--- src/design/rpq_pkg.sv ---
// Shared types, widths and constants of the redmean palette quantiser.
// No dependencies; imported by every module of the block.
package rpq_pkg;

    localparam int COLOR_W    = 8;
    localparam int ENTRY_W    = 3 * COLOR_W;
    localparam int PAIR_W     = 2 * ENTRY_W;
    localparam int PAIR_REGS  = 4;
    localparam int CFG_IDX_W  = 3;
    localparam int COUNT_W    = 4;
    localparam int IDX_W      = 3;
    localparam int TREE_SLOTS = 8;

    // Arithmetic widths of the distance lane.
    localparam int RM_W     = COLOR_W;
    localparam int SQ_W     = 2 * COLOR_W;
    localparam int WEIGHT_W = 10;
    localparam int PROD_W   = WEIGHT_W + SQ_W;
    localparam int TERM_W   = PROD_W - 8;
    localparam int DIST_W   = TERM_W + 2;

    // Pipeline depth: four distance stages and three comparison levels.
    localparam int LANE_STAGES = 4;
    localparam int TREE_STAGES = 3;
    localparam int PIPE_STAGES = LANE_STAGES + TREE_STAGES;

    localparam logic [WEIGHT_W-1:0] RED_BASE  = WEIGHT_W'(512);
    localparam logic [WEIGHT_W-1:0] BLUE_BASE = WEIGHT_W'(767);

    localparam logic [COUNT_W-1:0] COUNT_RESET = COUNT_W'(8);

    // Configuration register indexes.
    localparam logic [CFG_IDX_W-1:0] REG_PALETTE_PAIR_0 = CFG_IDX_W'(0);
    localparam logic [CFG_IDX_W-1:0] REG_PALETTE_PAIR_1 = CFG_IDX_W'(1);
    localparam logic [CFG_IDX_W-1:0] REG_PALETTE_PAIR_2 = CFG_IDX_W'(2);
    localparam logic [CFG_IDX_W-1:0] REG_PALETTE_PAIR_3 = CFG_IDX_W'(3);
    localparam logic [CFG_IDX_W-1:0] REG_PALETTE_COUNT  = CFG_IDX_W'(4);

    typedef struct packed {
        logic s1;
        logic s2;
        logic s3;
        logic s4;
    } lane_adv_t;

    typedef struct packed {
        logic t1;
        logic t2;
        logic t3;
    } tree_adv_t;

    typedef struct packed {
        logic [DIST_W-1:0] distance;
        logic [IDX_W-1:0]  index;
        logic              live;
    } cand_t;

    // The lower-index candidate a keeps the place unless b is live and strictly nearer.
    function automatic cand_t pick_nearer(input cand_t a, input cand_t b);
        cand_t res;
        if (b.live && (b.distance < a.distance))
        begin
            res = b;
        end
        else
        begin
            res = a;
        end
        return res;
    endfunction

endpackage

--- src/design/rpq_distance_lane.sv ---
// One redmean distance lane: difference, square, weight and sum stages.
// Depends on rpq_pkg.
module rpq_distance_lane
    import rpq_pkg::*;
(
    input  logic               clk,
    input  lane_adv_t          adv,
    input  logic [COLOR_W-1:0] red,
    input  logic [COLOR_W-1:0] green,
    input  logic [COLOR_W-1:0] blue,
    input  logic [ENTRY_W-1:0] entry,
    output logic [DIST_W-1:0]  distance
);

    logic [COLOR_W-1:0]  pal_r, pal_g, pal_b;
    logic [COLOR_W:0]    red_sum;
    logic [COLOR_W-1:0]  dr_next, dg_next, db_next;
    logic [RM_W-1:0]     rm_next;
    logic [COLOR_W-1:0]  dr_reg, dg_reg, db_reg;
    logic [RM_W-1:0]     rm_reg;

    logic [SQ_W-1:0]     dr_sq_reg, dg_sq_reg, db_sq_reg;
    logic [WEIGHT_W-1:0] wr_reg, wb_reg;

    logic [PROD_W-1:0]   red_prod, blue_prod;
    logic [TERM_W-1:0]   rc_reg, gc_reg, bc_reg;

    logic [DIST_W-1:0]   dist_reg;

    assign pal_r = entry[ENTRY_W-1 -: COLOR_W];
    assign pal_g = entry[2*COLOR_W-1 -: COLOR_W];
    assign pal_b = entry[COLOR_W-1:0];

    always_comb
    begin
        red_sum = {1'b0, red} + {1'b0, pal_r};
        rm_next = red_sum[COLOR_W:1];
        dr_next = (red   > pal_r) ? red   - pal_r : pal_r - red;
        dg_next = (green > pal_g) ? green - pal_g : pal_g - green;
        db_next = (blue  > pal_b) ? blue  - pal_b : pal_b - blue;
    end

    always_ff @(posedge clk)
    begin
        if (adv.s1)
        begin
            dr_reg <= dr_next;
            dg_reg <= dg_next;
            db_reg <= db_next;
            rm_reg <= rm_next;
        end
    end

    always_ff @(posedge clk)
    begin
        if (adv.s2)
        begin
            dr_sq_reg <= SQ_W'(dr_reg) * SQ_W'(dr_reg);
            dg_sq_reg <= SQ_W'(dg_reg) * SQ_W'(dg_reg);
            db_sq_reg <= SQ_W'(db_reg) * SQ_W'(db_reg);
            wr_reg    <= RED_BASE + WEIGHT_W'(rm_reg);
            wb_reg    <= BLUE_BASE - WEIGHT_W'(rm_reg);
        end
    end

    assign red_prod  = PROD_W'(wr_reg) * PROD_W'(dr_sq_reg);
    assign blue_prod = PROD_W'(wb_reg) * PROD_W'(db_sq_reg);

    always_ff @(posedge clk)
    begin
        if (adv.s3)
        begin
            rc_reg <= red_prod[PROD_W-1:8];
            gc_reg <= {dg_sq_reg, 2'b00};
            bc_reg <= blue_prod[PROD_W-1:8];
        end
    end

    always_ff @(posedge clk)
    begin
        if (adv.s4)
        begin
            dist_reg <= DIST_W'(rc_reg) + DIST_W'(gc_reg) + DIST_W'(bc_reg);
        end
    end

    assign distance = dist_reg;

endmodule

--- config.mk ---
export PLATFORM = sky130hd
export DESIGN_NAME = rpq_distance_lane
export DESIGN_NICKNAME = d
export VERILOG_FILES = /design/src/design/rpq_pkg.sv /design/src/design/rpq_distance_lane.sv
export SDC_FILE = /design/constraint.sdc
export NUM_CORES = 1
export LEC_CHECK = 0
export ABC_AREA = 1
export BUFFER_PORTS_ARGS = -buffer_cell sky130_fd_sc_hd__buf_2
export CORE_ASPECT_RATIO = 0.5
export CORE_MARGIN = 5
export CORE_UTILIZATION = 43
export DETAILED_ROUTE_END_ITERATION = 16
export GPL_ROUTABILITY_DRIVEN = 1
export PLACE_DENSITY = 0.71
export SETUP_SLACK_MARGIN = 0.02
export SKIP_LAST_GASP = 1
export SYNTH_ARGS = -nofsm -noshare
export SYNTH_HDL_FRONTEND = slang
export SYNTH_SLANG_ARGS = --single-unit
--- constraint.sdc ---
create_clock -name clk -period 7.1 [get_ports clk]
set_clock_uncertainty 0.05 [all_clocks]
set_input_delay 0 -clock clk [delete_from_list [all_inputs] [get_ports clk]]
set_output_delay 0 -clock clk [all_outputs]
set_load 0.02 [all_outputs]
==> metrics.md, run 1 <==
| Metric | Value |
|---|---|
| CTS buffer count | `17` |
| Final ANT Viol Nets | `0` |
| CP Class | `flip-flop to flip-flop` |
| DP Cell Count | `3852` |
| WL met1 | `24400 um` |
| Post-Synthesis Cell Area | `0.0243 sq mm` |
| CTS clk-pin slew, worst paths | `around 70 ps` |
| CP peak stage delay | `700 ps` |
| Global placer's final weighted congestion | `0.910` |
| Skew-Pair Late Insertion Delay | `450 ps` |
| DIE AREA | `0.0616 sq mm` |
| Met3 WL | `around 3400 um` |
| R2R Setup Slk | `roughly 2000 ps` |
| Share of the yosys chip area belonging to registers | `20.3%` |
| CP Max Fanout | `14` |
| Drt via density | `between 4 and 5` |
| Hold Path Origin | `entry[23]` |
| R2r startpoint | `wb_reg[1]` |
| Die Y-Extent | `178 um` |
| CTS max path bufs | `2` |
| Run status | `finished clean` |
| All-Layer GR Usage | `around 17%` |
| WHS Path Cells | `4` |
| Filler cells | `~5400` |
| R2R Path End | `bc_reg[12]` |
| Crit path max-delay family | `adder cells` |
| Final Cycle Share | `between 70 and 80%` |
| Largest net degree at the start of global routing | `62` |
| Router iterations before antenna repair | `5` |
| Top-area cell type share of the netlist area | `23.1%` |
| Clock Tree Root | `clkbuf_16` |
| CP Capture Type | `flip-flop` |
| Max reg flops | `20` |
| Final Hold Violating Endpoints | `0` |
| Syn avg cell area | `7.86 sq um` |
| Number of nets in the layout | `around 3800` |
| Arrival time worst endpoint | `around 5200 ps` |
| Layout cells sized above 1 | `5.36%` |
| CTS tree | `done` |
| First-pass GRT wire length | `87000 um` |
| Core Footprint | `0.0557 sq mm` |
| Final TNS setup | `0 ps` |
| Hold path endpoint | `rm_reg[7]` |
| Htree depth | `4` |
| Total gr overflow | `0` |
| Netlist cell types | `38` |
| Initial antenna violation count | `5` |
| Residual DRC | `0` |
| Post-DP HPWL | `43300 um` |
| Buf/Inv on CP | `5` |
| WP data required | `7250 ps` |
| Fin crit period | `5090 ps` |
| Slew @ Worst Pin | `723 ps` |
| RSZ-0062 raised after global routing | `no` |
| Flops & latches, synth | `164` |
| Initial Utilization | `43.6%` |
| DIE WIDTH | `around 350 um` |
| Fmax | `197 MHz` |
| Routed wl met2 | `22700 um` |
| Slew HR | `51.8%` |
| YS warnings | `0` |
| IO Count | `73` |
| Startpoint Class | `flip-flop` |
| Setup Buffers After CTS | `0` |
| Max Slew Vio Count | `0` |
| Largest cells by area after synthesis | `fa_1 (23%), edfxtp_1 (20%), ha_1 (16%)` |
| Worst reg2reg path depth | `19` |
| Synth-to-Final Area Change | `6.63%` |
| Worst hold path class | `input port to flip-flop` |
| Cell Chain, Critical Path | `nand2_1, fa_1, inv_1, fa_1, inv_1, fa_1, inv_1, fa_1, inv_1, fa_1, inv_1, ha_1, nand2_1, nor2_2, nand3_1, nand3_1, nand2_1, nand3_1, nand2_1` |
| CTS sink count | `between 150 and 200` |
| Vias in the first global route | `around 18000` |
| Vias | `18336` |
| Max cap viols | `0` |
| # port buffers | `around 70` |
| Mapped Cells | `3090` |
| Critical path's slowest cell | `edfxtp_1` |
| Initial drt markers | `roughly 1300` |
| Post-Route WL | `51000 um` |
| Area leader, netlist | `fa_1` |
| WL/cell | `roughly 13 um` |
| Num rows | `just over 60` |
| Final setup violation count | `0` |
| Max layer used | `met5` |
| Final Instance Count excl. Fillers | `3890` |
==> how the worst max path moves through the flow <==
stage	startpoint	endpoint	depth (start not counted)	slack, ps
after CTS	wb_reg[1]	bc_reg[12]	19	2010
after detailed placement	wb_reg[1]	bc_reg[12]	19	2020
after floorplan	wb_reg[1]	bc_reg[10]	20	2430
after global placement	wb_reg[1]	bc_reg[12]	19	2030
final	wb_reg[1]	bc_reg[12]	19	2010
after global routing	wb_reg[2]	bc_reg[9]	19	1650
==> Yosys cell counts <==
cell type  instances
nor2_1           123
a21oi_4            2
a31oi_1            6
xnor2_1           15
nor2_2            13
nand3b_4           1
nor3_1            11
nand4_1           13
buf_4              9
nand2_1          967
nor2_4             2
or2_2              4
edfxtp_1         164
a21oi_2            8
o21ai_0           15
o21ai_4            4
fa_1             280
nand2_2           12
nand3_1           97
o21bai_2           1
buf_6              2
a21oi_1           81
and2_1             3
nand3b_1           5
a21boi_1           1
clkbuf_2           2
o311ai_0           1
o21ai_2           10
a21o_1             6
conb_1             1
inv_2              8
xor2_1            71
buf_2              1
o21bai_1           6
ha_1             303
clkbuf_1          63
inv_1            768
o21ai_1           11
==> layout make-up <==
type	count	area [sq um]	area share, %
Antenna cell	1	2.50	0.00967
Clock buffer	17	425	1.64
Clock inverter	14	109	0.421
Inverter	776	2910	11.3
Multi-Input combinational cell	2082	16100	62.3
Sequential cell	164	4920	19.0
Tap cell	756	946	3.65
Timing Repair Buffer	80	435	1.68
==> tightest hold or removal path, cell delays in order <==
cell and delay [ps]:
buf_2 90, ha_1 140, a21oi_1 40, o311ai_0 110
==> metrics by stage <==
step,worst slack [ps],instance area (sq um),hold slack [ps],utilization (%)
6_report,2010,25900,24.8,46.5
5_1_grt,1650,25900,17.8,46.5
4_1_cts,2010,25900,10.5,46.4
3_5_place_dp,2020,25300,391,45.4
3_3_place_gp,2030,25300,393,45.4
2_1_floorplan,2430,24300,62.5,-
==> per-layer routing <==
metal,track usage (%),up-vias
met5,0,-
met2,27.7,400
met4,3.27,6
li1,-,9271
met3,3.90,42
met1,23.8,8617
==> what timing repair did <==
item | 4_1_cts | 5_1_grt
hold buffers | 6 | 0
resized for setup | 0 | 0
hold endpoints to repair | 24 | 0
==> logic make-up after synthesis <==
kind of cell / synth area share, %
DFF: 20.3
adders and majority gates: 38.7
xor gates and xnor gates: 3.10
AOI/OAI and AO/OA: 3.90
buffers and inverters: 13.4
and+or+nand+nor: 20.6
other: 0.0154
==> placed cells by master, fill, tap and decap left out, types with 2 or more instances in the layout <==
master | synthesis | final
nand3_1 | 97 | 97
conb_1 | 1 | 10
nor2_1 | 123 | 123
nor2_2 | 13 | 13
o21ai_0 | 15 | 15
clkinvlp_4 | 0 | 4
buf_4 | 9 | 2
inv_8 | 0 | 2
fa_1 | 280 | 280
clkinv_4 | 0 | 4
nand2_1 | 967 | 967
nand3b_1 | 5 | 5
a21oi_4 | 2 | 2
nor3_1 | 11 | 11
inv_1 | 768 | 768
xnor2_1 | 15 | 15
a21oi_1 | 81 | 81
or2_2 | 4 | 4
nand4_1 | 13 | 13
o21ai_1 | 11 | 11
a31oi_1 | 6 | 6
o21bai_1 | 6 | 6
a21oi_2 | 8 | 8
a21o_1 | 6 | 6
o21ai_4 | 4 | 4
nor2_4 | 2 | 2
and2_1 | 3 | 3
edfxtp_1 | 164 | 164
dlygate4sd3_1 | 0 | 6
clkbuf_16 | 0 | 17
nand2_2 | 12 | 12
o21ai_2 | 10 | 10
clkinv_1 | 0 | 2
buf_2 | 1 | 72
xor2_1 | 71 | 71
inv_2 | 8 | 8
ha_1 | 303 | 303
Power of run 1 is left out: the tool's default activity adds up to more than one toggle a clock period on the data nets, which glitch-free logic cannot reach.
==> run 2: changes to the inputs <==
PLACE_DENSITY = 0.73   (was 0.71)
clock period = 4.3 ns   (was 7.1 ns; I/O delays follow)
==> metrics.md, run 2 (synthesized netlist as in run 1, its figures left out) <==
| Metric | Value |
|---|---|
| Run status | `complete, but fails checks (was finished clean)` |
| Failing checks | `setup timing` |
| Vias in the first global route | `19322 (was 18278)` |
| Final Hold Violating Endpoints | `0 (unchanged)` |
| Pre-CTS WS | `-461 ps (was 2020 ps)` |
| CTS max path bufs | `2 (unchanged)` |
| CTS buffer count | `17 (unchanged)` |
| Final Cell Area | `0.0291 sq mm (was 0.0259 sq mm)` |
| Global placer's final weighted congestion | `0.910 (about the same)` |
| Vias | `19466 (was 18336)` |
| Setup ws final | `-321 ps (was 2010 ps)` |
| Cell Chain, Critical Path | `buf_4, buf_4, nand2_4, fa_1, inv_2, fa_2, ha_4, fa_1, inv_2, fa_1, inv_2, ha_4, nand2_4, inv_2, buf_4, nand2_2, o21ai_4, nand2_2, nand3_1, nand2_1 (was nand2_1, fa_1, inv_1, fa_1, inv_1, fa_1, inv_1, fa_1, inv_1, fa_1, inv_1, ha_1, nand2_1, nor2_2, nand3_1, nand3_1, nand2_1, nand3_1, nand2_1)` |
| Fmax | `216 MHz (was 197 MHz)` |
| Core Footprint | `0.0557 sq mm (unchanged)` |
| Worst hold path class | `input port to flip-flop (unchanged)` |
| Slew @ Worst Pin | `784 ps (was 723 ps)` |
| Startpoint Class | `flip-flop (unchanged)` |
| DIE AREA | `0.0616 sq mm (unchanged)` |
| Final setup violation count | `36 (was 0)` |
| Initial Utilization | `43.6% (unchanged)` |
| R2r startpoint | `wb_reg[2] (was wb_reg[1])` |
| Initial drt markers | `1282 (was 1335)` |
| Layout cells sized above 1 | `19.7% (was 5.36%)` |
| All-Layer GR Usage | `17.9% (was 17.1%)` |
| Post-Route WL | `55300 um (was 51000 um)` |
| CTS tree | `done (unchanged)` |
| Number of nets in the layout | `3993 (was 3757)` |
| Slew HR | `47.7% (was 51.8%)` |
| Critical path's slowest cell | `fa_2 (was edfxtp_1)` |
| Clock Tree Root | `clkbuf_16 (unchanged)` |
| Num rows | `61 (unchanged)` |
| CP Class | `flip-flop to flip-flop (unchanged)` |
| Most frequent cells in the layout | `nand2_1 (849), inv_1 (730), fa_1 (270), ha_1 (269), buf_4 (210) (was nand2_1 (967), inv_1 (768), ha_1 (303), fa_1 (280), edfxtp_1 (164))` |
| Cell mode on critical path | `inv_2` |
| Layout Utilization | `52.2% (was 46.5%)` |
| CP Capture Type | `flip-flop (unchanged)` |
| Htree depth | `4 (unchanged)` |
| R2R Setup Slk | `-320 ps (was 2010 ps)` |
| Router iterations before antenna repair | `6 (was 5)` |
| Commonest non-fill, non-tap cell in the layout | `nand2_1 (unchanged)` |
| DIE WIDTH | `346 um (unchanged)` |
| CP peak stage delay | `600 ps (was 700 ps)` |
| # port buffers | `72 (unchanged)` |
| IO Count | `73 (unchanged)` |
| Total gr overflow | `0 (unchanged)` |
| CP Max Fanout | `10 (was 14)` |
| Crit path launch | `wb_reg[2] (was wb_reg[1])` |
| Synth-to-Final Area Change | `19.9% (was 6.63%)` |
| Hold Path Origin | `green[0] (was entry[23])` |
| CTS sink count | `164 (unchanged)` |
| WP data required | `4440 ps (was 7250 ps)` |
| Crit path max-delay family | `adder cells (unchanged)` |
| Max reg flops | `20 (unchanged)` |
| Drt via density | `4.71 (about the same)` |
| WHS Path Cells | `4 (unchanged)` |
| CTS clk-pin slew, worst paths | `60 ps (was 70 ps)` |
| Buf/Inv on CP | `7 (was 5)` |
| Worst reg2reg path depth | `20 (was 19)` |
| Final Cycle Share | `107% (was 71.6%)` |
| Final Instance Count excl. Fillers | `4129 (was 3890)` |
| Die Y-Extent | `178 um (unchanged)` |
| DP Cell Count | `4012 (was 3852)` |
| Post-DP HPWL | `45600 um (was 43300 um)` |
| Skew-Pair Late Insertion Delay | `440 ps (was 450 ps)` |
| Arrival time worst endpoint | `4760 ps (was 5230 ps)` |
| WL/cell | `13.4 um (was 13.1 um)` |
| Largest net degree at the start of global routing | `62 (unchanged)` |
| Fin crit period | `4620 ps (was 5090 ps)` |
| DP Area | `0.0269 sq mm (was 0.0253 sq mm)` |
| Filler cells | `4944 (was 5442)` |
| Final ANT Viol Nets | `0 (unchanged)` |
| Residual DRC | `0 (unchanged)` |
| Max cap viols | `0 (unchanged)` |
| Initial antenna violation count | `7 (was 5)` |
| Hold path endpoint | `dg_reg[0] (was rm_reg[7])` |
| Max Slew Vio Count | `0 (unchanged)` |
| RSZ-0062 raised after global routing | `yes (was no)` |
| First-pass GRT wire length | `91400 um (was 87000 um)` |
| R2R Path End | `bc_reg[10] (was bc_reg[12])` |
-- run 2: cell types whose count changed in the layout (fill, tap and decap cells not counted), sizes merged --
| cell | before | now |
|---|---|---|
| inv | 779 | 776 |
| clkinvlp | 4 | 2 |
| bufinv | 0 | 3 |
| clkinv | 7 | 3 |
| diode | 1 | 3 |
| clkbuf | 17 | 24 |
| buf | 74 | 310 |
-- run 2: worst register-to-register path, stage by stage (launching register included) --
cell      delay [ps]
edfxtp_1         320
buf_4            200
buf_4            180
nand2_4           50
fa_1             510
inv_2             50
fa_2             600
ha_4             220
fa_1             520
inv_2             40
fa_1             520
inv_2             50
ha_4             290
nand2_4           70
inv_2             70
buf_4            100
nand2_2           70
o21ai_4          180
nand2_2           90
nand3_1          110
nand2_1           70
-- run 2: metal layers --
layer	GRT usage (%)	vias up	wire length, um
met1	24.2	9197	25000
met3	3.15	73	3450
met2	30.6	461	26200
li1	-	9725	-
met4	3.47	10	672
met5	0	-	75
-- run 2: worst max path at each step --
stage,to,cells past startpoint
final,bc_reg[10],20
after global routing,bc_reg[10],19
after CTS,rc_reg[14],20
after detailed placement,rc_reg[14],18
after global placement,rc_reg[14],18
after floorplan,bc_reg[11],22
-- run 2: area by class of cell --
class / count / area [sq um] / share of cell area (%)
tap: 756 / 946 / 3.25
multi-input combinational: 2082 / 17400 / 59.7
clock buffer: 24 / 452 / 1.55
sequential: 164 / 4920 / 16.9
timing repair buffer: 316 / 2360 / 8.12
inverter: 776 / 2920 / 10.0
antenna: 3 / 7.51 / 0.0258
clock inverter: 8 / 128 / 0.438
-- run 2: stage by stage --
step	hold WS, ps	TNS, ps
2_1_floorplan	62.5	-1680
3_3_place_gp	355	-8740
3_5_place_dp	366	-11550
4_1_cts	3.62	-7430
5_1_grt	24.4	-14370
6_report	23.6	-8480
-- run 2: timing repair --
item | 4_1_cts | 5_1_grt
pin swaps | 42 | 86
gates resized for setup | 78 | 189
buffers inserted | 33 | 47
hold buffers | 6 | 0
endpoints found under the setup margin | 36 | 46
hold endpoints to repair | 25 | 0
Power of run 2 is left out for the same reason.
