File: src/design/rpq_pkg.sv
// Shared types, widths and constants of the redmean palette quantiser.
// No dependencies; imported by every module of the block.
package rpq_pkg;

    localparam int COLOR_W    = 8;
    localparam int ENTRY_W    = 3 * COLOR_W;
    localparam int PAIR_W     = 2 * ENTRY_W;
    localparam int PAIR_REGS  = 4;
    localparam int CFG_IDX_W  = 3;
    localparam int COUNT_W    = 4;
    localparam int IDX_W      = 3;
    localparam int TREE_SLOTS = 8;

    // Arithmetic widths of the distance lane.
    localparam int RM_W     = COLOR_W;
    localparam int SQ_W     = 2 * COLOR_W;
    localparam int WEIGHT_W = 10;
    localparam int PROD_W   = WEIGHT_W + SQ_W;
    localparam int TERM_W   = PROD_W - 8;
    localparam int DIST_W   = TERM_W + 2;

    // Pipeline depth: four distance stages and three comparison levels.
    localparam int LANE_STAGES = 4;
    localparam int TREE_STAGES = 3;
    localparam int PIPE_STAGES = LANE_STAGES + TREE_STAGES;

    localparam logic [WEIGHT_W-1:0] RED_BASE  = WEIGHT_W'(512);
    localparam logic [WEIGHT_W-1:0] BLUE_BASE = WEIGHT_W'(767);

    localparam logic [COUNT_W-1:0] COUNT_RESET = COUNT_W'(8);

    // Configuration register indexes.
    localparam logic [CFG_IDX_W-1:0] REG_PALETTE_PAIR_0 = CFG_IDX_W'(0);
    localparam logic [CFG_IDX_W-1:0] REG_PALETTE_PAIR_1 = CFG_IDX_W'(1);
    localparam logic [CFG_IDX_W-1:0] REG_PALETTE_PAIR_2 = CFG_IDX_W'(2);
    localparam logic [CFG_IDX_W-1:0] REG_PALETTE_PAIR_3 = CFG_IDX_W'(3);
    localparam logic [CFG_IDX_W-1:0] REG_PALETTE_COUNT  = CFG_IDX_W'(4);

    typedef struct packed {
        logic s1;
        logic s2;
        logic s3;
        logic s4;
    } lane_adv_t;

    typedef struct packed {
        logic t1;
        logic t2;
        logic t3;
    } tree_adv_t;

    typedef struct packed {
        logic [DIST_W-1:0] distance;
        logic [IDX_W-1:0]  index;
        logic              live;
    } cand_t;

    // The lower-index candidate a keeps the place unless b is live and strictly nearer.
    function automatic cand_t pick_nearer(input cand_t a, input cand_t b);
        cand_t res;
        if (b.live && (b.distance < a.distance))
        begin
            res = b;
        end
        else
        begin
            res = a;
        end
        return res;
    endfunction

endpackage

File: src/design/rpq_argmin_tree.sv
// Registered three-level minimum tree over the eight candidate slots.
// Depends on rpq_pkg.
module rpq_argmin_tree
    import rpq_pkg::*;
(
    input  logic             clk,
    input  tree_adv_t        adv,
    input  cand_t            slot [TREE_SLOTS],
    output logic [IDX_W-1:0] best_index
);

    cand_t            l1_reg [TREE_SLOTS/2];
    cand_t            l2_reg [TREE_SLOTS/4];
    cand_t            best_next;
    logic [IDX_W-1:0] best_reg;

    always_ff @(posedge clk)
    begin
        if (adv.t1)
        begin
            for (int j = 0; j < TREE_SLOTS/2; j++)
            begin
                l1_reg[j] <= pick_nearer(slot[2*j], slot[2*j+1]);
            end
        end
    end

    always_ff @(posedge clk)
    begin
        if (adv.t2)
        begin
            for (int j = 0; j < TREE_SLOTS/4; j++)
            begin
                l2_reg[j] <= pick_nearer(l1_reg[2*j], l1_reg[2*j+1]);
            end
        end
    end

    assign best_next = pick_nearer(l2_reg[0], l2_reg[1]);

    always_ff @(posedge clk)
    begin
        if (adv.t3)
        begin
            best_reg <= best_next.index;
        end
    end

    assign best_index = best_reg;

endmodule

File: config.mk
export PLATFORM = sky130hd
export DESIGN_NAME = rpq_argmin_tree
export DESIGN_NICKNAME = d
export VERILOG_FILES = /design/src/design/rpq_pkg.sv /design/src/design/rpq_argmin_tree.sv
export SDC_FILE = /design/constraint.sdc
export NUM_CORES = 1
export LEC_CHECK = 0
export BUFFER_PORTS_ARGS = -buffer_cell sky130_fd_sc_hd__buf_4
export CORE_ASPECT_RATIO = 2
export CORE_UTILIZATION = 38
export DETAILED_ROUTE_END_ITERATION = 7
export PLACE_DENSITY_LB_ADDON = 0.05
export SKIP_LAST_GASP = 1
export SYNTH_ARGS = -nofsm -noshare
export SYNTH_HDL_FRONTEND = slang
export SYNTH_SLANG_ARGS = --single-unit
File: constraint.sdc
create_clock -name clk -period 5.2 [get_ports clk]
set_clock_uncertainty 0.05 [all_clocks]
set_input_delay 0.78 -clock clk [delete_from_list [all_inputs] [get_ports clk]]
set_output_delay 0.78 -clock clk [all_outputs]
set_load 0.05 [all_outputs]
==> flow_metrics.tcl, run 1 <==
set metrics [dict create \
    ctsResizeCount 0 \
    setup_violations 0 \
    area_growth_pct 25.8 \
    synth-seq-area-share_pct 45.6 \
    drt_iter0_markers 121 \
    synth_cells 775 \
    gp_congestion 0.732 \
    cp_common_cell "buf_4" \
    antenna_cells 0 \
    grt_busiest_layer "met2" \
    slew_headroom_pct 19.0 \
    r2r_slack_ns 1.93 \
    wl_per_cell_um 15.7 \
    ant_nets 0 \
    wl_um 20900 \
    drcViolationCount 0 \
    hold_class "flip-flop to flip-flop" \
    grt_pass1_vias 6752 \
    max_clock_freq_mhz 286 \
    cp.arrival_ns 3.63 \
    die_w_um 114 \
    num-nets-final 1314 \
    drive_above_1_share_pct 38.3 \
    peakVddDrop_v 0.000238 \
    synth-async-reset-ratio_pct 0 \
    clock_latency_ns 0.43 \
    cp-end-kind "flip-flop" \
    grt.met3_usage_pct 4.21 \
    cap_violations 0 \
    rr_endpoint "l2_reg[0][27]" \
    avgSynthCellArea_um2 12.3 \
    cts_tree "done" \
    die_h_um 226 \
    cp.depth 9 \
    ff_latch_area_um2 4350 \
    ctsHoldBuffers 0 \
    grt_pass1_wl_um 33100 \
    dr.pass1.iters 4 \
    cts_buffers 17 \
    clkTransAtPathRegs_ns 0.06 \
    grt_usage_pct 17.4 \
    final_util_pct 49.0 \
    start_util_pct 39.0 \
    endpoint "l1_reg[1][5]" \
    min_from "l1_reg[2][0]" \
    mappedNetlistArea_um2 9550 \
    worstSetupPathType "input port to flip-flop" \
    cp-start-kind "input port" \
    syn_nets 1104 \
    slowest_delay_ns 1.04 \
    grt.overflow.total 0 \
    maxSlewViolCount 0 \
    crit_path_top_delay_cell "a2111oi_0" \
    met1_usage_pct 16.8 \
    worstSetupStartpoint "slot[103]" \
    die_area_um2 25800 \
    netlist_top_cells_count "145 x edfxtp_1, 137 x inv_1, 133 x ha_1" \
    yosysWarningCount 0 \
    largest_register_ffs 95 \
    vias 6377 \
    clock-sinks 145 \
    fin_cells 1330 \
    dp_hpwl_um 16900 \
    grt_max_degree 50 \
    rows 81 \
    synth_edf_count 145 \
    htreeDepth 4 \
    rsz0062_at_grt "false" \
    p_per_area_nw_per_um2 298 \
    finalHoldViolations 0 \
    worstMarginPinSlew_ns 1.18 \
    path_buf_inv 3 \
    post-cts-setup-buffer-count 0 \
    yosys.area.top_type "edfxtp_1" \
    synth_most_common_cell "edfxtp_1" \
    clk_path_buf_depth 2 \
    crit_chain "buf_4 -> ha_1 -> o21ai_0 -> a2111oi_0 -> buf_4 -> o21ai_1 -> o211ai_2 -> buf_4 -> mux2_2" \
    multi_input_area_um2 4590 \
    setup-tns-final_ns 0 \
    ys_ff_latch 145 \
    fillerInstances 2311 \
    vias_per_cell 4.79 \
    p_leak_uw 0.00554 \
    dp_cells 1298 \
    yosysTopAreaCellShare_pct 45.6 \
    timing.final.crit_share_pct 67.2 \
    numPortBuffers 197 \
    reg2reg_from "l1_reg[3][5]" \
    fin_total_pwr_uw 3580 \
    ioPinCount 199 \
    path_delay_family "compound AO/OA/AOI/OAI gates" \
    synth.distinct_cells 43 \
    core_area_um2 24500 \
    min_period_ns 3.49 \
    antenna_found_initial 0 \
    reg2reg_depth 6 \
    ys.flop_type "edfxtp_1" \
    grt_util_met2_pct 34.3 \
    cp.required_ns 5.33 \
    outcome "finished, final reports clean" \
    worst-path-max-fanout 17 \
    synthTopCellsByArea "edfxtp_1 46%, ha_1 17%, mux2_2 12%" \
    cts_root_buffer "clkbuf_16" \
]
==> cell type report <==
| class | instances | share of cell area (%) |
|---|---|---|
| inverters | 137 | 4.28 |
| well taps | 332 | 3.46 |
| repair buffers | 203 | 12.7 |
| flip-flops and latches | 145 | 36.2 |
| clock inverters | 14 | 1.55 |
| multi-input cells | 481 | 38.2 |
| clock buffers | 18 | 3.57 |
==> worst min-delay path by stage <==
| stage | endpoint | cells after the start |
|---|---|---|
| 3_3_place_gp | l2_reg[0][24] | 1 |
| 2_1_floorplan | l2_reg[0][24] | 1 |
| 3_5_place_dp | l2_reg[0][24] | 1 |
| 6_report | l2_reg[0][24] | 1 |
| 5_1_grt | l2_reg[0][24] | 1 |
| 4_1_cts | l2_reg[0][24] | 1 |
==> report_power, final <==
group	internal (uW)	leakage [uW]	total, uW	switching (uW)
clock	801	0.000300	1300	495
combinational	418	0.00383	775	357
sequential	1460	0.00142	1510	52.9
==> routing by layer <==
metal / wire, um / vias to the layer above / part of all wire, %
met5: 0 / - / 0
met2: 11900 / 151 / 57
met3: 817 / 22 / 3.9
met4: 458 / 0 / 2.2
met1: 7720 / 2962 / 37
li1: - / 3242 / -
==> stage by stage <==
step	worst slack, ns	hold WS, ns	cell area (um^2)
2_1_floorplan	2.35	0.427	9550
3_3_place_gp	1.09	0.432	11400
3_5_place_dp	1.15	0.436	11400
4_1_cts	1.61	0.450	12000
5_1_grt	1.61	0.484	12000
6_report	1.71	0.447	12000
==> logic make-up after synthesis <==
kind of cell,share of synthesized area (%)
AND/OR/NAND/NOR,5.68
buffers and inverters,6.46
adder cells (fa/ha/maj),17.4
AO/OA/AOI/OAI,6.75
multiplexers,18.1
flip-flops,45.6
==> layout by cell type (no fill, tap or decap), types with 3 or more instances in the layout <==
cell	n
clkinv_2	5
mux2_4	38
bufinv_16	4
nor2_1	13
buf_4	203
nor4_1	4
o21ai_1	3
inv_1	137
a21o_1	5
a21oi_1	47
ha_1	133
edfxtp_1	145
o21a_1	3
nand2b_1	12
nand4_1	12
a221oi_1	3
clkbuf_16	17
a2111oi_0	7
nor2b_1	3
mux2_2	103
o21ai_0	20
nand2_1	35
nand3_1	10
==> worst reg2reg max path: cells and delay by family, from the launching register on <==
| family | cells | cell delay, ns |
|---|---|---|
| simple gates | 1 | 0.85 |
| compound gates | 3 | 0.74 |
| mux | 1 | 0.62 |
| flops | 1 | 0.43 |
| fa+ha+maj | 1 | 0.33 |
Note: power is estimated with default switching activity, not from simulation.
==> inputs of run 2 (changes only) <==
ABC_AREA = 1   (was default)
clock period = 3.63 ns   (was 5.2 ns; I/O delays follow)
==> run 2 against run 1 <==
Against the previous run: final cell count increased by 42%; critical endpoint is now l2_reg[0][27]; largest cell class unchanged; critical path depth increased by 2; synthesized area increased by 14%; die area increased by 14%; first-iteration DRC count increased to 2.5 times the previous value.
==> flow_metrics.tcl, run 2 <==
set metrics [dict create \
    layout_commonest_cell "nand2_1" \
    synth_most_common_cell "nand2_1" \
    timing.final.crit_share_pct 71.0 \
    yosysTopAreaCellShare_pct 39.9 \
    grt_pass1_vias 9026 \
    p_leak_uw 0.00700 \
    post-cts-setup-buffer-count 0 \
    synthTopCellsByArea "edfxtp_1 40%, nand2_1 16%, ha_1 15%" \
    ioPinCount 199 \
    grt_pass1_wl_um 45700 \
    peakVddDrop_v 0.000337 \
    ctsHoldBuffers 0 \
    syn_nets 1658 \
    cp-start-kind "flip-flop" \
    grt_max_degree 60 \
    drt_iter0_markers 308 \
    hold_slack_ns 0.280 \
    final_cell_mix "465 x nand2_1, 224 x inv_1, 213 x buf_4" \
    hold_class "input port to flip-flop" \
    wl_per_cell_um 15.8 \
    dr.pass1.iters 4 \
    yosysWarningCount 0 \
    num-nets-final 1842 \
    numPortBuffers 197 \
    htreeDepth 4 \
    die_area_um2 29400 \
    worstSetupPathType "flip-flop to flip-flop" \
    synth_cells 1329 \
    worstMarginPinSlew_ns 0.851 \
    synth-async-reset-ratio_pct 0 \
    ctsResizeCount 0 \
    fillerInstances 2818 \
    max_clock_freq_mhz 388 \
    min_period_ns 2.58 \
    wl_um 29800 \
    outcome "finished, final reports clean" \
    cts_buffers 17 \
    grt.overflow.total 0 \
    slew_headroom_pct 43.3 \
    ant_nets 0 \
    setup-tns-final_ns 0 \
    die_w_um 122 \
    maxSlewViolCount 0 \
    area_growth_pct 20.7 \
    die_h_um 242 \
    grt_usage_pct 20.7 \
    gp_congestion 0.807 \
    cp-end-kind "flip-flop" \
    clk_path_buf_depth 2 \
    antenna_cells 0 \
    cp.arrival_ns 2.69 \
    cts_root_buffer "clkbuf_16" \
    setup_violations 0 \
    synth_edf_count 145 \
    yosys.area.top_type "edfxtp_1" \
    vias_per_cell 4.83 \
    antenna_found_initial 0 \
    cap_violations 0 \
    start_util_pct 38.7 \
    netlist_top_cells_count "465 x nand2_1, 224 x inv_1, 145 x edfxtp_1" \
    cts_tree "done" \
    drive_above_1_share_pct 21.8 \
    clock-sinks 145 \
    cp.required_ns 3.75 \
    worst-path-max-fanout 24 \
    ys_ff_latch 145 \
    dp_hpwl_um 24200 \
    rsz0062_at_grt "false" \
    avgSynthCellArea_um2 8.21 \
    mappedNetlistArea_um2 10900 \
    clkTransAtPathRegs_ns 0.06 \
    finalHoldViolations 0 \
    core_area_um2 28200 \
    drcViolationCount 0 \
    rows 87 \
    synth.distinct_cells 28 \
    largest_register_ffs 95 \
    vias 9092 \
    ys.flop_type "edfxtp_1" \
    synth-seq-area-share_pct 39.9 \
    p_per_area_nw_per_um2 397 \
    fin_total_pwr_uw 5220 \
    clock_latency_ns 0.43 \
]
[run 2: changes by cell type after synthesis, sizes merged, moves of 4 or more]
cell | previous run | this run
nand2b | 12 | 0
a21oi | 47 | 32
inv | 137 | 228
nand2 | 35 | 523
nand3 | 10 | 17
mux2 | 141 | 0
nand4 | 13 | 141
o21ai | 23 | 1
nor2 | 13 | 53
buf | 12 | 46
nor4 | 4 | 0
a2111oi | 9 | 0
[run 2: layout make-up]
class / count / area (um^2) / share of cell area (%)
clock buffers: 17 / 425 / 3.23
well taps: 356 / 445 / 3.38
inverters: 229 / 860 / 6.53
repair buffers: 213 / 1600 / 12.2
clock inverters: 15 / 133 / 1.01
multi-input cells: 907 / 5340 / 40.6
flip-flops and latches: 145 / 4350 / 33.1
[run 2: cells by family (layout without fill, tap and decap cells)]
kind of cell	count (synthesis)	after routing	synth area share (%)
compound gates	39	39	2.27
flops	145	145	39.9
buf+inv	277	474	11.1
simple gates	735	735	31.5
fa+ha+maj	133	133	15.3
[run 2: final timing paths]
path / from / endpoint / slack [ns] / cells past startpoint
hold reg to reg: l1_reg[2][0] / l2_reg[0][24] / 0.48 / 2
hold / removal: adv[0] / best_index[1] / 0.28 / 1
setup / recovery: l1_reg[3][23] / l2_reg[0][27] / 1.05 / 11
setup reg to reg: l1_reg[3][23] / l2_reg[0][27] / 1.05 / 11
[run 2: per-layer routing]
| layer | track usage [%] | wire [um] | up-vias |
|---|---|---|---|
| li1 | - | - | 4724 |
| met1 | 18.7 | 9850 | 4121 |
| met2 | 42.1 | 17600 | 200 |
| met3 | 3.35 | 1240 | 47 |
| met4 | 9.80 | 1070 | 0 |
| met5 | 0 | 0 | - |
[run 2: power by group]
group / internal [uW] / switching (uW) / total [uW]
Combinational: 534 / 790 / 1320
Sequential: 2120 / 116 / 2240
Clock: 946 / 716 / 1660
Total: 3600 / 1620 / 5220
[run 2: critical path: stages, from the launching register on]
cell	delay (ns)
edfxtp_1	0.48
ha_1	0.37
nand2_2	0.11
nor2_4	0.05
nand2_1	0.08
inv_1	0.05
nand2_1	0.06
nand2_1	0.06
inv_2	0.37
nand3_4	0.36
nand2_1	0.17
nand2_1	0.11
[run 2: metrics by stage]
step                      setup slack, ns  util, %  instance area, um^2  instances
after floorplan                      1.63        -                10900       1329
after global placement              0.601     44.7                12600       1850
after detailed placement            0.622     44.7                12600       1850
after CTS                            1.03     46.7                13200       1882
after global routing                0.866     46.7                13200       1882
final                                1.05     46.7                13200       1882
==> inputs of run 3 (changes only) <==
clock period = 2.1 ns   (was 3.63 ns; I/O delays follow)
==> run 3 against run 2 <==
Against the previous run: the flow now finishes with violations (setup timing); sequential power increased by 74%; maximum frequency increased by 22%; non-clock buffer count is 47 higher; clock power increased by 77%; via count rose by 3.7%; critical endpoint unchanged; highest routed layer unchanged.
==> flow_metrics.tcl, run 3 (synthesis gave the netlist of run 2 again) <==
set metrics [dict create \
    outcome "finished, violations left" \
    violations "setup timing" \
    slew_headroom_pct 57.6 \
    vias_per_cell 4.88 \
    grt_util_met2_pct 44.3 \
    finalHoldViolations 0 \
    cts_root_buffer "clkbuf_16" \
    netSwitchingFraction_pct 30.7 \
    grt.overflow.total 0 \
    die_h_um 242 \
    max_clock_freq_mhz 472 \
    die_area_um2 29400 \
    cap_violations 0 \
    numPortBuffers 197 \
    cp.arrival_ns 2.26 \
    drive_above_1_share_pct 24.8 \
    setup_slack_ns -0.0191 \
    wl_per_cell_um 16.2 \
    min_period_ns 2.12 \
    fin_cells 1932 \
    power_switching_uw 2870 \
    grt_pass1_wl_um 47200 \
    start_util_pct 38.7 \
    dp_cells 1889 \
    drcViolationCount 0 \
    core_area_um2 28200 \
    dr.pass1.iters 7 \
    cp-end-kind "flip-flop" \
    vias 9428 \
    hold_slack_ns 0.0542 \
    grt.met3_usage_pct 4.27 \
    setup_violations 2 \
    rsz0062_at_grt "true" \
    num-nets-final 1892 \
    combinationalPowerShare_pct 27.0 \
    cp.required_ns 2.24 \
    p_per_area_nw_per_um2 674 \
    grt_busiest_layer "met2" \
    cts_tree "done" \
    dp_hpwl_um 25600 \
    antenna_cells 0 \
    clk_path_buf_depth 2 \
    p_seq_share_pct 41.6 \
    ant_nets 0 \
    rows 87 \
    final_cell_mix "462 x nand2_1, 238 x buf_4, 224 x inv_1" \
    die_w_um 122 \
    clock_latency_ns 0.44 \
    antenna_found_initial 0 \
    met1_usage_pct 18.5 \
    area_growth_pct 27.4 \
    grt_pass1_vias 9362 \
    htreeDepth 4 \
    pre_cts_ws_ns -0.148 \
    peakVddDrop_v 0.000586 \
    hold_class "input port to flip-flop" \
    worstSetupPathType "flip-flop to flip-flop" \
    cts_buffers 17 \
    worstMarginPinSlew_ns 0.636 \
    gp_congestion 0.859 \
    wl_um 31300 \
    p_leak_uw 0.00735 \
    grt_usage_pct 21.5 \
    grt_max_degree 48 \
    largest_register_ffs 95 \
    ctsHoldBuffers 0 \
    ioPinCount 199 \
    clkTransAtPathRegs_ns 0.06 \
    drt_iter0_markers 337 \
    worst-path-max-fanout 7 \
    layout_commonest_cell "nand2_1" \
    intPower_uw 6490 \
    timing.final.crit_share_pct 101 \
    maxSlewViolCount 0 \
    clock-sinks 145 \
    clockPowerShare_pct 31.4 \
    cp-start-kind "flip-flop" \
]
run 3: changes by cell type in the layout (fill, tap and decap cells not counted), sizes merged:
cell      delta
clkinvlp     +1
bufinv       +1
nand3        +3
inv          -4
buf         +46
clkinv       +1
clkbuf       +2
run 3: cell type report:
type                            count  area, um^2
Clock buffer                       18         429
Multi-Input combinational cell    910        5450
Sequential cell                   145        4350
Tap cell                          356         445
Clock inverter                     14         140
Inverter                          229         865
Fill cell                        2776       14300
Timing Repair Buffer              260        2200
run 3: routing by layer:
metal  up-vias  share of wire (%)
met4         0                4.9
met1      4313                 32
met3        57                4.0
met5         -                  0
met2       234                 59
li1       4824                  -
run 3: stage by stage:
step           area [um^2]  util (%)  TNS, ns  power [uW]
2_1_floorplan        10900         -        0        5340
3_3_place_gp         13100      46.4    -2.14        6350
3_5_place_dp         13100      46.4    -2.70        6390
4_1_cts              13700      48.5  -0.0588        9360
5_1_grt              13900      49.3   -0.191        9920
6_report             13900      49.3  -0.0253        9360
run 3: path summary, 6_finish.rpt:
kind                   endpoint  depth (start not counted)  slack, ns          start
setup / recovery  l2_reg[0][27]                         10      -0.02  l1_reg[3][15]
setup reg to reg  l2_reg[0][27]                         10      -0.02  l1_reg[3][15]
hold reg to reg   l2_reg[0][10]                          2       0.50  l1_reg[0][10]
hold / removal    best_index[2]                          1       0.05         adv[0]
run 3: power groups by stage:
stage | registers (uW) | clock network, uW | logic, uW
2_1_floorplan | 3860 | 0 | 1480
3_3_place_gp | 3950 | 0 | 2400
3_5_place_dp | 3950 | 0 | 2440
4_1_cts | 3900 | 3010 | 2450
5_1_grt | 3910 | 3120 | 2880
6_report | 3890 | 2940 | 2530
run 3: worst max-delay path: stages (launching register included):
cell and delay (ns):
edfxtp_1 0.51, ha_4 0.32, nand2_1 0.08, nor2_2 0.15, nand3_2 0.12, nor2_4 0.14
nor2_4 0.05, buf_6 0.13, buf_8 0.13, nand4_1 0.13, nand2_1 0.06
run 3: what timing repair did:
item                       4_1_cts  5_1_grt
buffers inserted                 0        7
pin swaps                        0       14
resized for setup                0       23
setup endpoints to repair        3       25
gates cloned                     0        4
