### src/design/rpq_pkg.sv
// Shared types, widths and constants of the redmean palette quantiser.
// No dependencies; imported by every module of the block.
package rpq_pkg;

    localparam int COLOR_W    = 8;
    localparam int ENTRY_W    = 3 * COLOR_W;
    localparam int PAIR_W     = 2 * ENTRY_W;
    localparam int PAIR_REGS  = 4;
    localparam int CFG_IDX_W  = 3;
    localparam int COUNT_W    = 4;
    localparam int IDX_W      = 3;
    localparam int TREE_SLOTS = 8;

    // Arithmetic widths of the distance lane.
    localparam int RM_W     = COLOR_W;
    localparam int SQ_W     = 2 * COLOR_W;
    localparam int WEIGHT_W = 10;
    localparam int PROD_W   = WEIGHT_W + SQ_W;
    localparam int TERM_W   = PROD_W - 8;
    localparam int DIST_W   = TERM_W + 2;

    // Pipeline depth: four distance stages and three comparison levels.
    localparam int LANE_STAGES = 4;
    localparam int TREE_STAGES = 3;
    localparam int PIPE_STAGES = LANE_STAGES + TREE_STAGES;

    localparam logic [WEIGHT_W-1:0] RED_BASE  = WEIGHT_W'(512);
    localparam logic [WEIGHT_W-1:0] BLUE_BASE = WEIGHT_W'(767);

    localparam logic [COUNT_W-1:0] COUNT_RESET = COUNT_W'(8);

    // Configuration register indexes.
    localparam logic [CFG_IDX_W-1:0] REG_PALETTE_PAIR_0 = CFG_IDX_W'(0);
    localparam logic [CFG_IDX_W-1:0] REG_PALETTE_PAIR_1 = CFG_IDX_W'(1);
    localparam logic [CFG_IDX_W-1:0] REG_PALETTE_PAIR_2 = CFG_IDX_W'(2);
    localparam logic [CFG_IDX_W-1:0] REG_PALETTE_PAIR_3 = CFG_IDX_W'(3);
    localparam logic [CFG_IDX_W-1:0] REG_PALETTE_COUNT  = CFG_IDX_W'(4);

    typedef struct packed {
        logic s1;
        logic s2;
        logic s3;
        logic s4;
    } lane_adv_t;

    typedef struct packed {
        logic t1;
        logic t2;
        logic t3;
    } tree_adv_t;

    typedef struct packed {
        logic [DIST_W-1:0] distance;
        logic [IDX_W-1:0]  index;
        logic              live;
    } cand_t;

    // The lower-index candidate a keeps the place unless b is live and strictly nearer.
    function automatic cand_t pick_nearer(input cand_t a, input cand_t b);
        cand_t res;
        if (b.live && (b.distance < a.distance))
        begin
            res = b;
        end
        else
        begin
            res = a;
        end
        return res;
    endfunction

endpackage

### src/design/rpq_palette_regs.sv
// Palette and entry count registers with their write decode.
// Depends on rpq_pkg.
module rpq_palette_regs
    import rpq_pkg::*;
#(
    parameter int PALETTE_ENTRIES = 8
)
(
    input  logic                 clk,
    input  logic                 rst_n,
    input  logic                 cfg_valid,
    input  logic [CFG_IDX_W-1:0] cfg_index,
    input  logic [PAIR_W-1:0]    cfg_data,
    output logic [ENTRY_W-1:0]   entry [PALETTE_ENTRIES],
    output logic [TREE_SLOTS-1:0] live_mask
);

    logic [PAIR_REGS-1:0] pair_we;
    logic                 count_we;
    logic [COUNT_W-1:0]   count_reg;
    logic [ENTRY_W-1:0]   entry_reg [PALETTE_ENTRIES];

    always_comb
    begin
        pair_we  = '0;
        count_we = 1'b0;
        case (cfg_index)
            REG_PALETTE_PAIR_0: pair_we[0] = cfg_valid;
            REG_PALETTE_PAIR_1: pair_we[1] = cfg_valid;
            REG_PALETTE_PAIR_2: pair_we[2] = cfg_valid;
            REG_PALETTE_PAIR_3: pair_we[3] = cfg_valid;
            REG_PALETTE_COUNT:  count_we   = cfg_valid;
            default:            ;
        endcase
    end

    always_ff @(posedge clk or negedge rst_n)
    begin
        if (!rst_n)
        begin
            count_reg <= COUNT_RESET;
        end
        else if (count_we)
        begin
            count_reg <= cfg_data[COUNT_W-1:0];
        end
    end

    for (genvar g = 0; g < PALETTE_ENTRIES; g++)
    begin : g_entry
        localparam int PAIR_SEL = g / 2;
        localparam int HALF_LO  = (g % 2) * ENTRY_W;

        always_ff @(posedge clk or negedge rst_n)
        begin
            if (!rst_n)
            begin
                entry_reg[g] <= '0;
            end
            else if (pair_we[PAIR_SEL])
            begin
                entry_reg[g] <= cfg_data[HALF_LO +: ENTRY_W];
            end
        end

        assign entry[g] = entry_reg[g];
    end

    // Entry 0 is always searched; a count above the palette size saturates.
    always_comb
    begin
        for (int i = 0; i < TREE_SLOTS; i++)
        begin
            live_mask[i] = (i == 0) ||
                           ((i < PALETTE_ENTRIES) && (count_reg > COUNT_W'(i)));
        end
    end

endmodule

### config.mk
export PLATFORM = sky130hd
export DESIGN_NAME = rpq_palette_regs
export DESIGN_NICKNAME = d
export VERILOG_FILES = /design/src/design/rpq_pkg.sv /design/src/design/rpq_palette_regs.sv
export SDC_FILE = /design/constraint.sdc
export NUM_CORES = 1
export LEC_CHECK = 0
export BUFFER_PORTS_ARGS = -buffer_cell sky130_fd_sc_hd__buf_2
export CAP_MARGIN = 20
export CORE_UTILIZATION = 47
export CTS_BUF_LIST = sky130_fd_sc_hd__clkbuf_8
export CTS_CLUSTER_SIZE = 40
export DETAILED_ROUTE_END_ITERATION = 8
export PLACE_DENSITY = 0.78
export SYNTH_ARGS = -nofsm -noshare
export SYNTH_HDL_FRONTEND = slang
export SYNTH_SLANG_ARGS = --single-unit
### constraint.sdc
create_clock -name clk -period 0.86 [get_ports clk]
set_input_delay 0.043 -clock clk [delete_from_list [all_inputs] [get_ports clk]]
set_output_delay 0.043 -clock clk [all_outputs]
set_load 0.01 [all_outputs]
==> metrics, run 1 <==
area leader, netlist=dfrtp_1; worst path required time=0.82 ns; CP Buf/Inv Count=1; post-synthesis sequential area ratio=64.6%; Top Family by Delay on Critical Path=flip-flops; total grt overflow=0; worst setup margin=-0.600 ns; max-cap violations=0; DR iter-0 viols=139; Via density=5.04; status=finished, violations left; Netlist Area Pre-Place=0.00759 mm²; Fillers=893; failing checks=setup timing; CP Class=register to output pin; Clock transition at path regs=0.10 ns; Num CTS Buffers=17; CTS root buf=clkbuf_8; min cycle time layout=1.46 ns; largest net degree at the start of global routing=49; CTS sink count=196; synth warn=0; synthesis-to-finish area growth=56.2%; Die X=129 µm; Hold Path Class=input port to asynchronous set/reset pin; DP Worst Slack=-0.485 ns; synthesized instance count=427; Placed Instances=895; syn avg cell area=17.8 µm²; Netlist cell types=20; Die Span Y=129 µm; dpl hpwl=12.5 mm; worst setup path startpoint=count_reg[2]$_DFFE_PN0P_; Final GP Congestion=0.766; vias in the first global route=5702; crit path DAT=1.42 ns; Core Rows=46; reg2reg start=count_reg[2]$_DFFE_PN0P_; RSZ-0062 raised after global routing=yes; Antenna Cells=0; Fin Clk Skew=0 ns; Setup violations, final=289; PD cells=2420 mW/mm²; Die ar.=0.0167 mm²; worst path cell trace=or2_4 -> a21o_1 -> buf_2; Final Max Tran Viols=0; clock latency on the worst-skew pair=0.45 ns; CP Capture Type=output pin; Initial Utilization=48.0%; syn_nets=481; post-synth top area share=64.3%; Yosys reg bits=196; Slowest-stage cell, CP=dfrtp_1; initial antenna violation count=0; DR pass1 iterations=4; commonest non-fill, non-tap cells in the layout=dfrtp_1, buf_2, buf_6, mux2_4, mux2_2; non-filler instance count after layout=1067; f_max=685 MHz; final setup TNS=-39.95 ns; crit-path max FO=4; GRT Overall Usage=23.8%; final period utilization=170%; Post-layout nets=892; total core area=0.0158 mm²; commonest non-fill, non-tap cell in the layout=dfrtp_1; share of post-route cells with drive strength above 1=69.1%; H-tree depth=4; IO buf count=252; CTS tree=built; ANT nets after route=0; DRC viols=0; drt total wl=22.7 mm; max reg flops=192; first-pass GRT wire length=29.8 mm; peak supply drop=1500 µV; via count=5373; Hold Vio Cnt, Final=0; leading post-synthesis cells by cell area=dfrtp_1, mux2_2, mux2_4; CP peak stage delay=0.43 ns; Overall Power=28.6 mW; leakage=5.83 nW; CP Launch Type=register; Longest Clk Path Bufs=2; Wirelength per Cell=21.3 µm; IO Count=254
==> per-stage QoR <==
step / hold WS [ns] / cell area [µm²] / util [%]
3_5_place_dp: -0.00138 / 9400 / 59.4
2_1_floorplan: -0.253 / 7740 / -
4_1_cts: 0.0708 / 11100 / 70.0
3_3_place_gp: -0.00858 / 9400 / 59.4
6_report: 0.0779 / 11900 / 74.9
5_1_grt: 0.0600 / 11900 / 74.9
==> routing by layer <==
| metal | track usage [%] | vias to the layer above | share of wire, % |
|---|---|---|---|
| met4 | 8.03 | 0 | 2.0 |
| met5 | 0 | - | 0 |
| met2 | 41.3 | 219 | 52 |
| met1 | 27.7 | 2783 | 39 |
| met3 | 8.13 | 41 | 7.1 |
| li1 | - | 2330 | - |
==> synthesized netlist by cell type <==
cell and instances:
a21o_1 2, a31o_2 1, and4bb_1 2, and4bb_2 1
buf_2 9, buf_4 2, buf_6 10, clkbuf_1 1
conb_1 1, dfrtp_1 195, dfstp_2 1, mux2_1 24
mux2_2 122, mux2_4 50, nand2b_1 1, nand4b_1 1
nor4b_2 1, o21ai_0 1, or2_2 1, or3_1 1
==> logic make-up after synthesis <==
logic type | after synthesis | synth area share, %
flops | 196 | 64.6
compound gates | 4 | 0.379
other cells | 1 | 0.0494
buf+inv | 22 | 2.32
simple gates | 8 | 1.06
mux | 196 | 31.6
==> worst register-to-register path: cells and delay by family, from the launching register on <==
kind,cells,cell delay (ns)
buf+inv,1,0.16
flops,1,0.43
mux,1,0.26
==> worst paths after layout <==
kind,slack (ns),end,depth (start not counted)
worst max-delay path,-0.60,live_mask[2],3
worst min-delay path,0.08,entry[22]$_DFFE_PN0P_,2
min in group clk,0.19,count_reg[3]$_DFFE_PN1P_,3
max in group asynchronous,0.25,entry[147]$_DFFE_PN0P_,3
worst min register to register,0.49,entry[159]$_DFFE_PN0P_,1
worst max register to register,-0.09,count_reg[2]$_DFFE_PN0P_,2
==> final cells by class <==
type	instances	area [µm²]	share of cell area [%]
clock buffers	17	234	1.97
well taps	216	270	2.28
repair buffers	414	3530	29.8
multi-input cells	209	2750	23.2
flip-flops and latches	196	4910	41.4
clock inverters	15	170	1.44
==> report_power, final <==
group	leakage, nW	switching (mW)	internal [mW]	total, mW
combinational	3.28	3.71	6.11	9.82
clock	0.198	3.41	2.66	6.07
sequential	2.35	1.50	11.3	12.7
total	5.83	8.61	20.0	28.6
==> what timing repair did <==
item	in CTS	in global routing
gates cloned	0	5
hold buffers	49	0
resized for setup	42	139
pin swaps	0	1
setup buffers	74	29
setup endpoints to repair	200	302
hold endpoints to repair	392	0
No activity file was read; power rests on OpenSTA's default activity.
==> run 2: changes to the inputs <==
--- a/config.mk
+++ b/config.mk
@@ -12,6 +12,7 @@
 export CTS_CLUSTER_SIZE = 40
 export DETAILED_ROUTE_END_ITERATION = 8
 export PLACE_DENSITY = 0.78
+export REMOVE_ABC_BUFFERS = 1
 export SYNTH_ARGS = -nofsm -noshare
 export SYNTH_HDL_FRONTEND = slang
 export SYNTH_SLANG_ARGS = --single-unit
==> metrics, run 2 (synthesis results as in run 1) <==
status=finished, violations left; failing checks=setup timing; max reg flops=192 (unchanged); Die ar.=0.0167 mm² (unchanged); reg2reg start=entry[87]$_DFFE_PN0P_; commonest non-fill, non-tap cell in the layout=dfrtp_1; clock latency on the worst-skew pair=0.44 ns (about the same); Final Max Tran Viols=0 (unchanged); Setup violations, final=311 (+7.6%); Fin Clk Skew=0 ns (unchanged); via count=5432 (+1.1%); Hold Vio Cnt, Final=0 (unchanged); DRC viols=0 (unchanged); Hold Path Class=input port to asynchronous set/reset pin; PD cells=2410 mW/mm² (-0.30%); ANT nets after route=0 (unchanged); DR iter-0 viols=229 (+65%); Longest Clk Path Bufs=2 (unchanged); H-tree depth=4 (unchanged); IO buf count=252 (unchanged); Initial Utilization=48.0% (unchanged); initial antenna violation count=0 (unchanged); Die Span Y=129 µm (unchanged); Num CTS Buffers=17 (unchanged); Antenna Cells=0 (unchanged); first-pass GRT wire length=30.6 mm (+2.9%); Placed Area=0.00927 mm² (-1.5%); CTS tree=built; worst setup path startpoint=count_reg[3]$_DFFE_PN1P_; min cycle time layout=1.42 ns (-0.0383 ns); leakage=5.73 nW (-1.7%); crit-path max FO=4 (unchanged); Wirelength per Cell=21.7 µm (+1.6%); total core area=0.0158 mm² (unchanged); Final GP Congestion=0.784 (+2.4%); Core Rows=46 (unchanged); worst hold slack=0.0512 ns (-0.0266 ns); worst path required time=0.82 ns (about the same); synthesis-to-finish area growth=53.8%; RSZ-0062 raised after global routing=yes; CTS root buf=clkbuf_8; CP Class=register to output pin; max-cap violations=0 (unchanged); Fillers=927 (+3.8%); Clock transition at path regs=0.10 ns (about the same); largest net degree at the start of global routing=43 (-12%); commonest non-fill, non-tap cells in the layout=dfrtp_1, buf_2, buf_6, mux2_2, mux2_4; peak supply drop=1410 µV (-6.4%); final period utilization=165% (-4.5 points); share of post-route cells with drive strength above 1=68.7% (-0.40 points); crit path DAT=1.38 ns (-0.04 ns); GRT Overall Usage=24.6% (+0.75 points); vias in the first global route=5728 (+0.46%); CP Capture Type=output pin; total grt overflow=0 (unchanged); Die X=129 µm (unchanged); f_max=703 MHz (+2.7%); DR pass1 iterations=4 (unchanged); worst setup margin=-0.562 ns (+0.0383 ns); Via density=5.08 (+0.91%); IO Count=254 (unchanged); CTS sink count=196 (unchanged); drt total wl=23.1 mm (+1.8%); design area=0.0117 mm² (-1.6%); CP Launch Type=register; Overall Power=28.1 mW (-1.8%); dpl hpwl=12.4 mm (-0.75%); Post-layout nets=895 (+0.34%); DP Worst Slack=-0.499 ns (-0.0137 ns)
run 2: cell types whose count changed in the layout (fill, tap and decap cells not counted), moves of 3 or more:
cell / change
mux2_4: -23
mux2_2: +22
buf_12: -5
buf_2: +5
buf_4: +4
inv_8: -3
run 2: path summary, 6_finish.rpt:
path | to | slack, ns | depth (start not counted)
setup / recovery | live_mask[2] | -0.56 | 3
max in group asynchronous | entry[185]$_DFFE_PN0P_ | 0.25 | 3
setup reg to reg | entry[87]$_DFFE_PN0P_ | -0.09 | 2
hold reg to reg | entry[175]$_DFFE_PN0P_ | 0.50 | 1
min in group clk | count_reg[0]$_DFFE_PN0P_ | 0.23 | 3
hold / removal | entry[90]$_DFFE_PN0P_ | 0.05 | 2
run 2: per-layer routing:
layer | GRT usage [%] | wire (µm) | up-vias
li1 | - | - | 2339
met1 | 26.5 | 8530 | 2790
met2 | 44.5 | 12300 | 238
met3 | 6.69 | 1370 | 65
met4 | 12.2 | 980 | 0
met5 | 0 | 0 | -
run 2: stage by stage:
step,util (%),TNS [ns],instances
after floorplan,-,-325.95,405
after global placement,58.5,-79.23,896
after detailed placement,58.5,-83.03,896
after CTS,69.5,-40.90,1054
after global routing,73.8,-52.40,1069
final,73.8,-40.22,1069
run 2: cell type report:
cell class	count	area [µm²]	area share (%)
Clock buffer	19	262	2.24
Sequential cell	196	4910	42.0
Multi-Input combinational cell	209	2640	22.6
Tap cell	216	270	2.32
Clock inverter	12	109	0.932
Timing Repair Buffer	417	3480	29.8
run 2: power by group:
group / internal, mW / leakage (nW) / switching (mW)
clock: 2.44 / 0.187 / 3.21
sequential: 11.3 / 2.35 / 1.50
combinational: 5.97 / 3.19 / 3.75
run 2: repair_timing:
item                                   in CTS  in global routing
gates resized for setup                    50                122
gates cloned                                2                  2
endpoints found under the hold margin     392                  0
pin swaps                                   2                  1
setup endpoints to repair                 211                311
hold buffers                               49                  0
buffers inserted                           76                 36
run 2: worst max-delay path: stages, from the launching register on:
cell and delay (ns):
dfstp_2 0.40, or2_4 0.25, a21o_1 0.16, buf_2 0.14
==> run 3: changes to the inputs <==
--- a/config.mk
+++ b/config.mk
@@ -12,6 +12,7 @@
 export CTS_CLUSTER_SIZE = 40
 export DETAILED_ROUTE_END_ITERATION = 8
 export PLACE_DENSITY = 0.78
+export RECOVER_POWER = 100
 export REMOVE_ABC_BUFFERS = 1
 export SYNTH_ARGS = -nofsm -noshare
 export SYNTH_HDL_FRONTEND = slang
==> metrics, run 3 (synthesis results as in run 1) <==
status=finished, violations left; failing checks=setup timing; CP Capture Type=output pin; Max transition margin=42.8%; drt total wl=23.1 mm (-0.24%); vias in the first global route=5728 (unchanged); PD cells=2410 mW/mm² (+0.24%); GRT met2 Usage=44.5% (unchanged); Longest Clk Path Bufs=2 (unchanged); dpl hpwl=12.4 mm (unchanged); IO Count=254 (unchanged); leakage=5.71 nW (-0.26%); Slowest-stage cell, CP=dfstp_2; Num CTS Buffers=17 (unchanged); Hold Vio Cnt, Final=0 (unchanged); DR iter-0 viols=200 (-13%); RSZ-0062 raised after global routing=yes; worst hold slack=0.222 ns (+0.171 ns); Die X=129 µm (unchanged); Die ar.=0.0167 mm² (unchanged); Clock transition at path regs=0.09 ns (about the same); min cycle time layout=1.42 ns (-0.00106 ns); CP Class=register to output pin; worst slew pin tran=0.857 ns; DP Worst Slack=-0.499 ns (unchanged); gr busiest metal=met2; first-pass GRT wire length=30.6 mm (unchanged); multi-input logic area=0.00263 mm² (-0.43%); worst setup margin=-0.561 ns (+0.00106 ns); ANT nets after route=0 (unchanged); max-cap violations=0 (unchanged); reg2reg start=entry[87]$_DFFE_PN0P_; final period utilization=165% (about the same); DR pass1 iterations=4 (unchanged); Antenna Cells=0 (unchanged); f_max=704 MHz (about the same); clock latency on the worst-skew pair=0.44 ns (about the same); Core Rows=46 (unchanged); CTS root buf=clkbuf_8; total core area=0.0158 mm² (unchanged); synthesis-to-finish area growth=53.2%; commonest non-fill, non-tap cells in the layout=dfrtp_1, buf_2, buf_6, mux2_2, mux2_4; Post-layout nets=895 (unchanged); RR Endpoint=entry[87]$_DFFE_PN0P_; CP peak stage delay=0.40 ns (about the same); initial antenna violation count=0 (unchanged); Final Max Tran Viols=0 (unchanged); H-tree depth=4 (unchanged); Fillers=937 (+1.1%); Final GP Congestion=0.784 (unchanged); reg2reg setup slack=-0.09 ns (about the same); Initial Utilization=48.0% (unchanged); final cell utilization of the core=73.5% (-0.28 points); Die Span Y=129 µm (unchanged); GRT Overall Usage=24.6% (unchanged); Fin Clk Skew=0 ns (unchanged); Hold Path Class=input port to register; GR Layer Usage met3=6.69% (unchanged); DRC viols=0 (unchanged); crit path DAT=1.38 ns (about the same); Hold Crit Depth=3; IO buf count=252 (unchanged); CTS sink count=196 (unchanged); Wirelength per Cell=21.6 µm (-0.24%); worst path cell trace=or2_4 -> a21o_1 -> buf_2; Setup violations, final=525 (+69%); total grt overflow=0 (unchanged); hold path start=cfg_valid; max reg flops=192 (unchanged); commonest non-fill, non-tap cell in the layout=dfrtp_1; largest net degree at the start of global routing=43 (unchanged); crit-path max FO=4 (unchanged); peak supply drop=1400 µV (-0.52%); Hold Path Sink=count_reg[0]$_DFFE_PN0P_; Via density=5.07 (-0.24%); cells on worst reg2reg path=2 (unchanged); grt met1 use=26.5% (unchanged); worst path required time=0.82 ns (about the same); via count=5419 (-0.24%); sequential standard cell area=0.00491 mm² (about the same); CTS tree=built; share of post-route cells with drive strength above 1=68.5% (-0.23 points); CP Launch Type=register
## run 3: cell count changes in the layout (fill, tap and decap cells not counted), sizes merged
| cell | previous run | this run |
|---|---|---|
| buf | 366 | 365 |
| clkbuf | 21 | 22 |
## run 3: final cells by class
class / instances / area share, %
Tap cell: 216 / 2.32
Timing Repair Buffer: 417 / 29.7
Clock buffer: 19 / 2.25
Sequential cell: 196 / 42.2
Multi-Input combinational cell: 209 / 22.6
Clock inverter: 12 / 0.936
## run 3: worst max path at each step
stage / startpoint / endpoint
after detailed placement: cfg_index[1] / entry[165]$_DFFE_PN0P_
after CTS: count_reg[3]$_DFFE_PN1P_ / live_mask[2]
after global routing: count_reg[2]$_DFFE_PN0P_ / live_mask[2]
after floorplan: cfg_index[0] / entry[144]$_DFFE_PN0P_
after global placement: cfg_index[1] / entry[166]$_DFFE_PN0P_
final: count_reg[3]$_DFFE_PN1P_ / live_mask[2]
## run 3: stage by stage
stage	power [mW]	std cells	TNS [ns]	cell area (µm²)
3_5_place_dp	19.0	896	-83.03	9270
2_1_floorplan	15.7	405	-325.95	7410
6_report	28.1	1069	-51.50	11600
4_1_cts	26.4	1054	-40.90	11000
5_1_grt	29.3	1069	-74.44	11600
3_3_place_gp	18.6	896	-79.23	9270
## run 3: metal layers
layer | share of wire (%) | up-vias
li1 | - | 2340
met1 | 37 | 2782
met2 | 53 | 226
met3 | 5.7 | 71
met4 | 4.4 | 0
met5 | 0 | -
## run 3: critical path: cells and delay by family (launching register included)
family / cells / cell delay [ns]
buffers and inverters: 1 / 0.14
and+or+nand+nor: 1 / 0.25
AOI/OAI and AO/OA: 1 / 0.16
DFF: 1 / 0.40
## run 3: report_power, final
part	total [mW]	switching [mW]	internal [mW]	leakage (nW)
Combinational	9.69	3.74	5.95	3.18
Clock	5.64	3.20	2.44	0.187
Sequential	12.7	1.50	11.3	2.35
## run 3: timing repair
action / in CTS / in global routing
hold buffers: 49 / 0
endpoints found under the hold margin: 392 / 0
endpoints found under the setup margin: 211 / 311
gates resized for setup: 50 / 122
gates cloned: 2 / 2
pin swaps: 2 / 1
setup buffers: 76 / 36
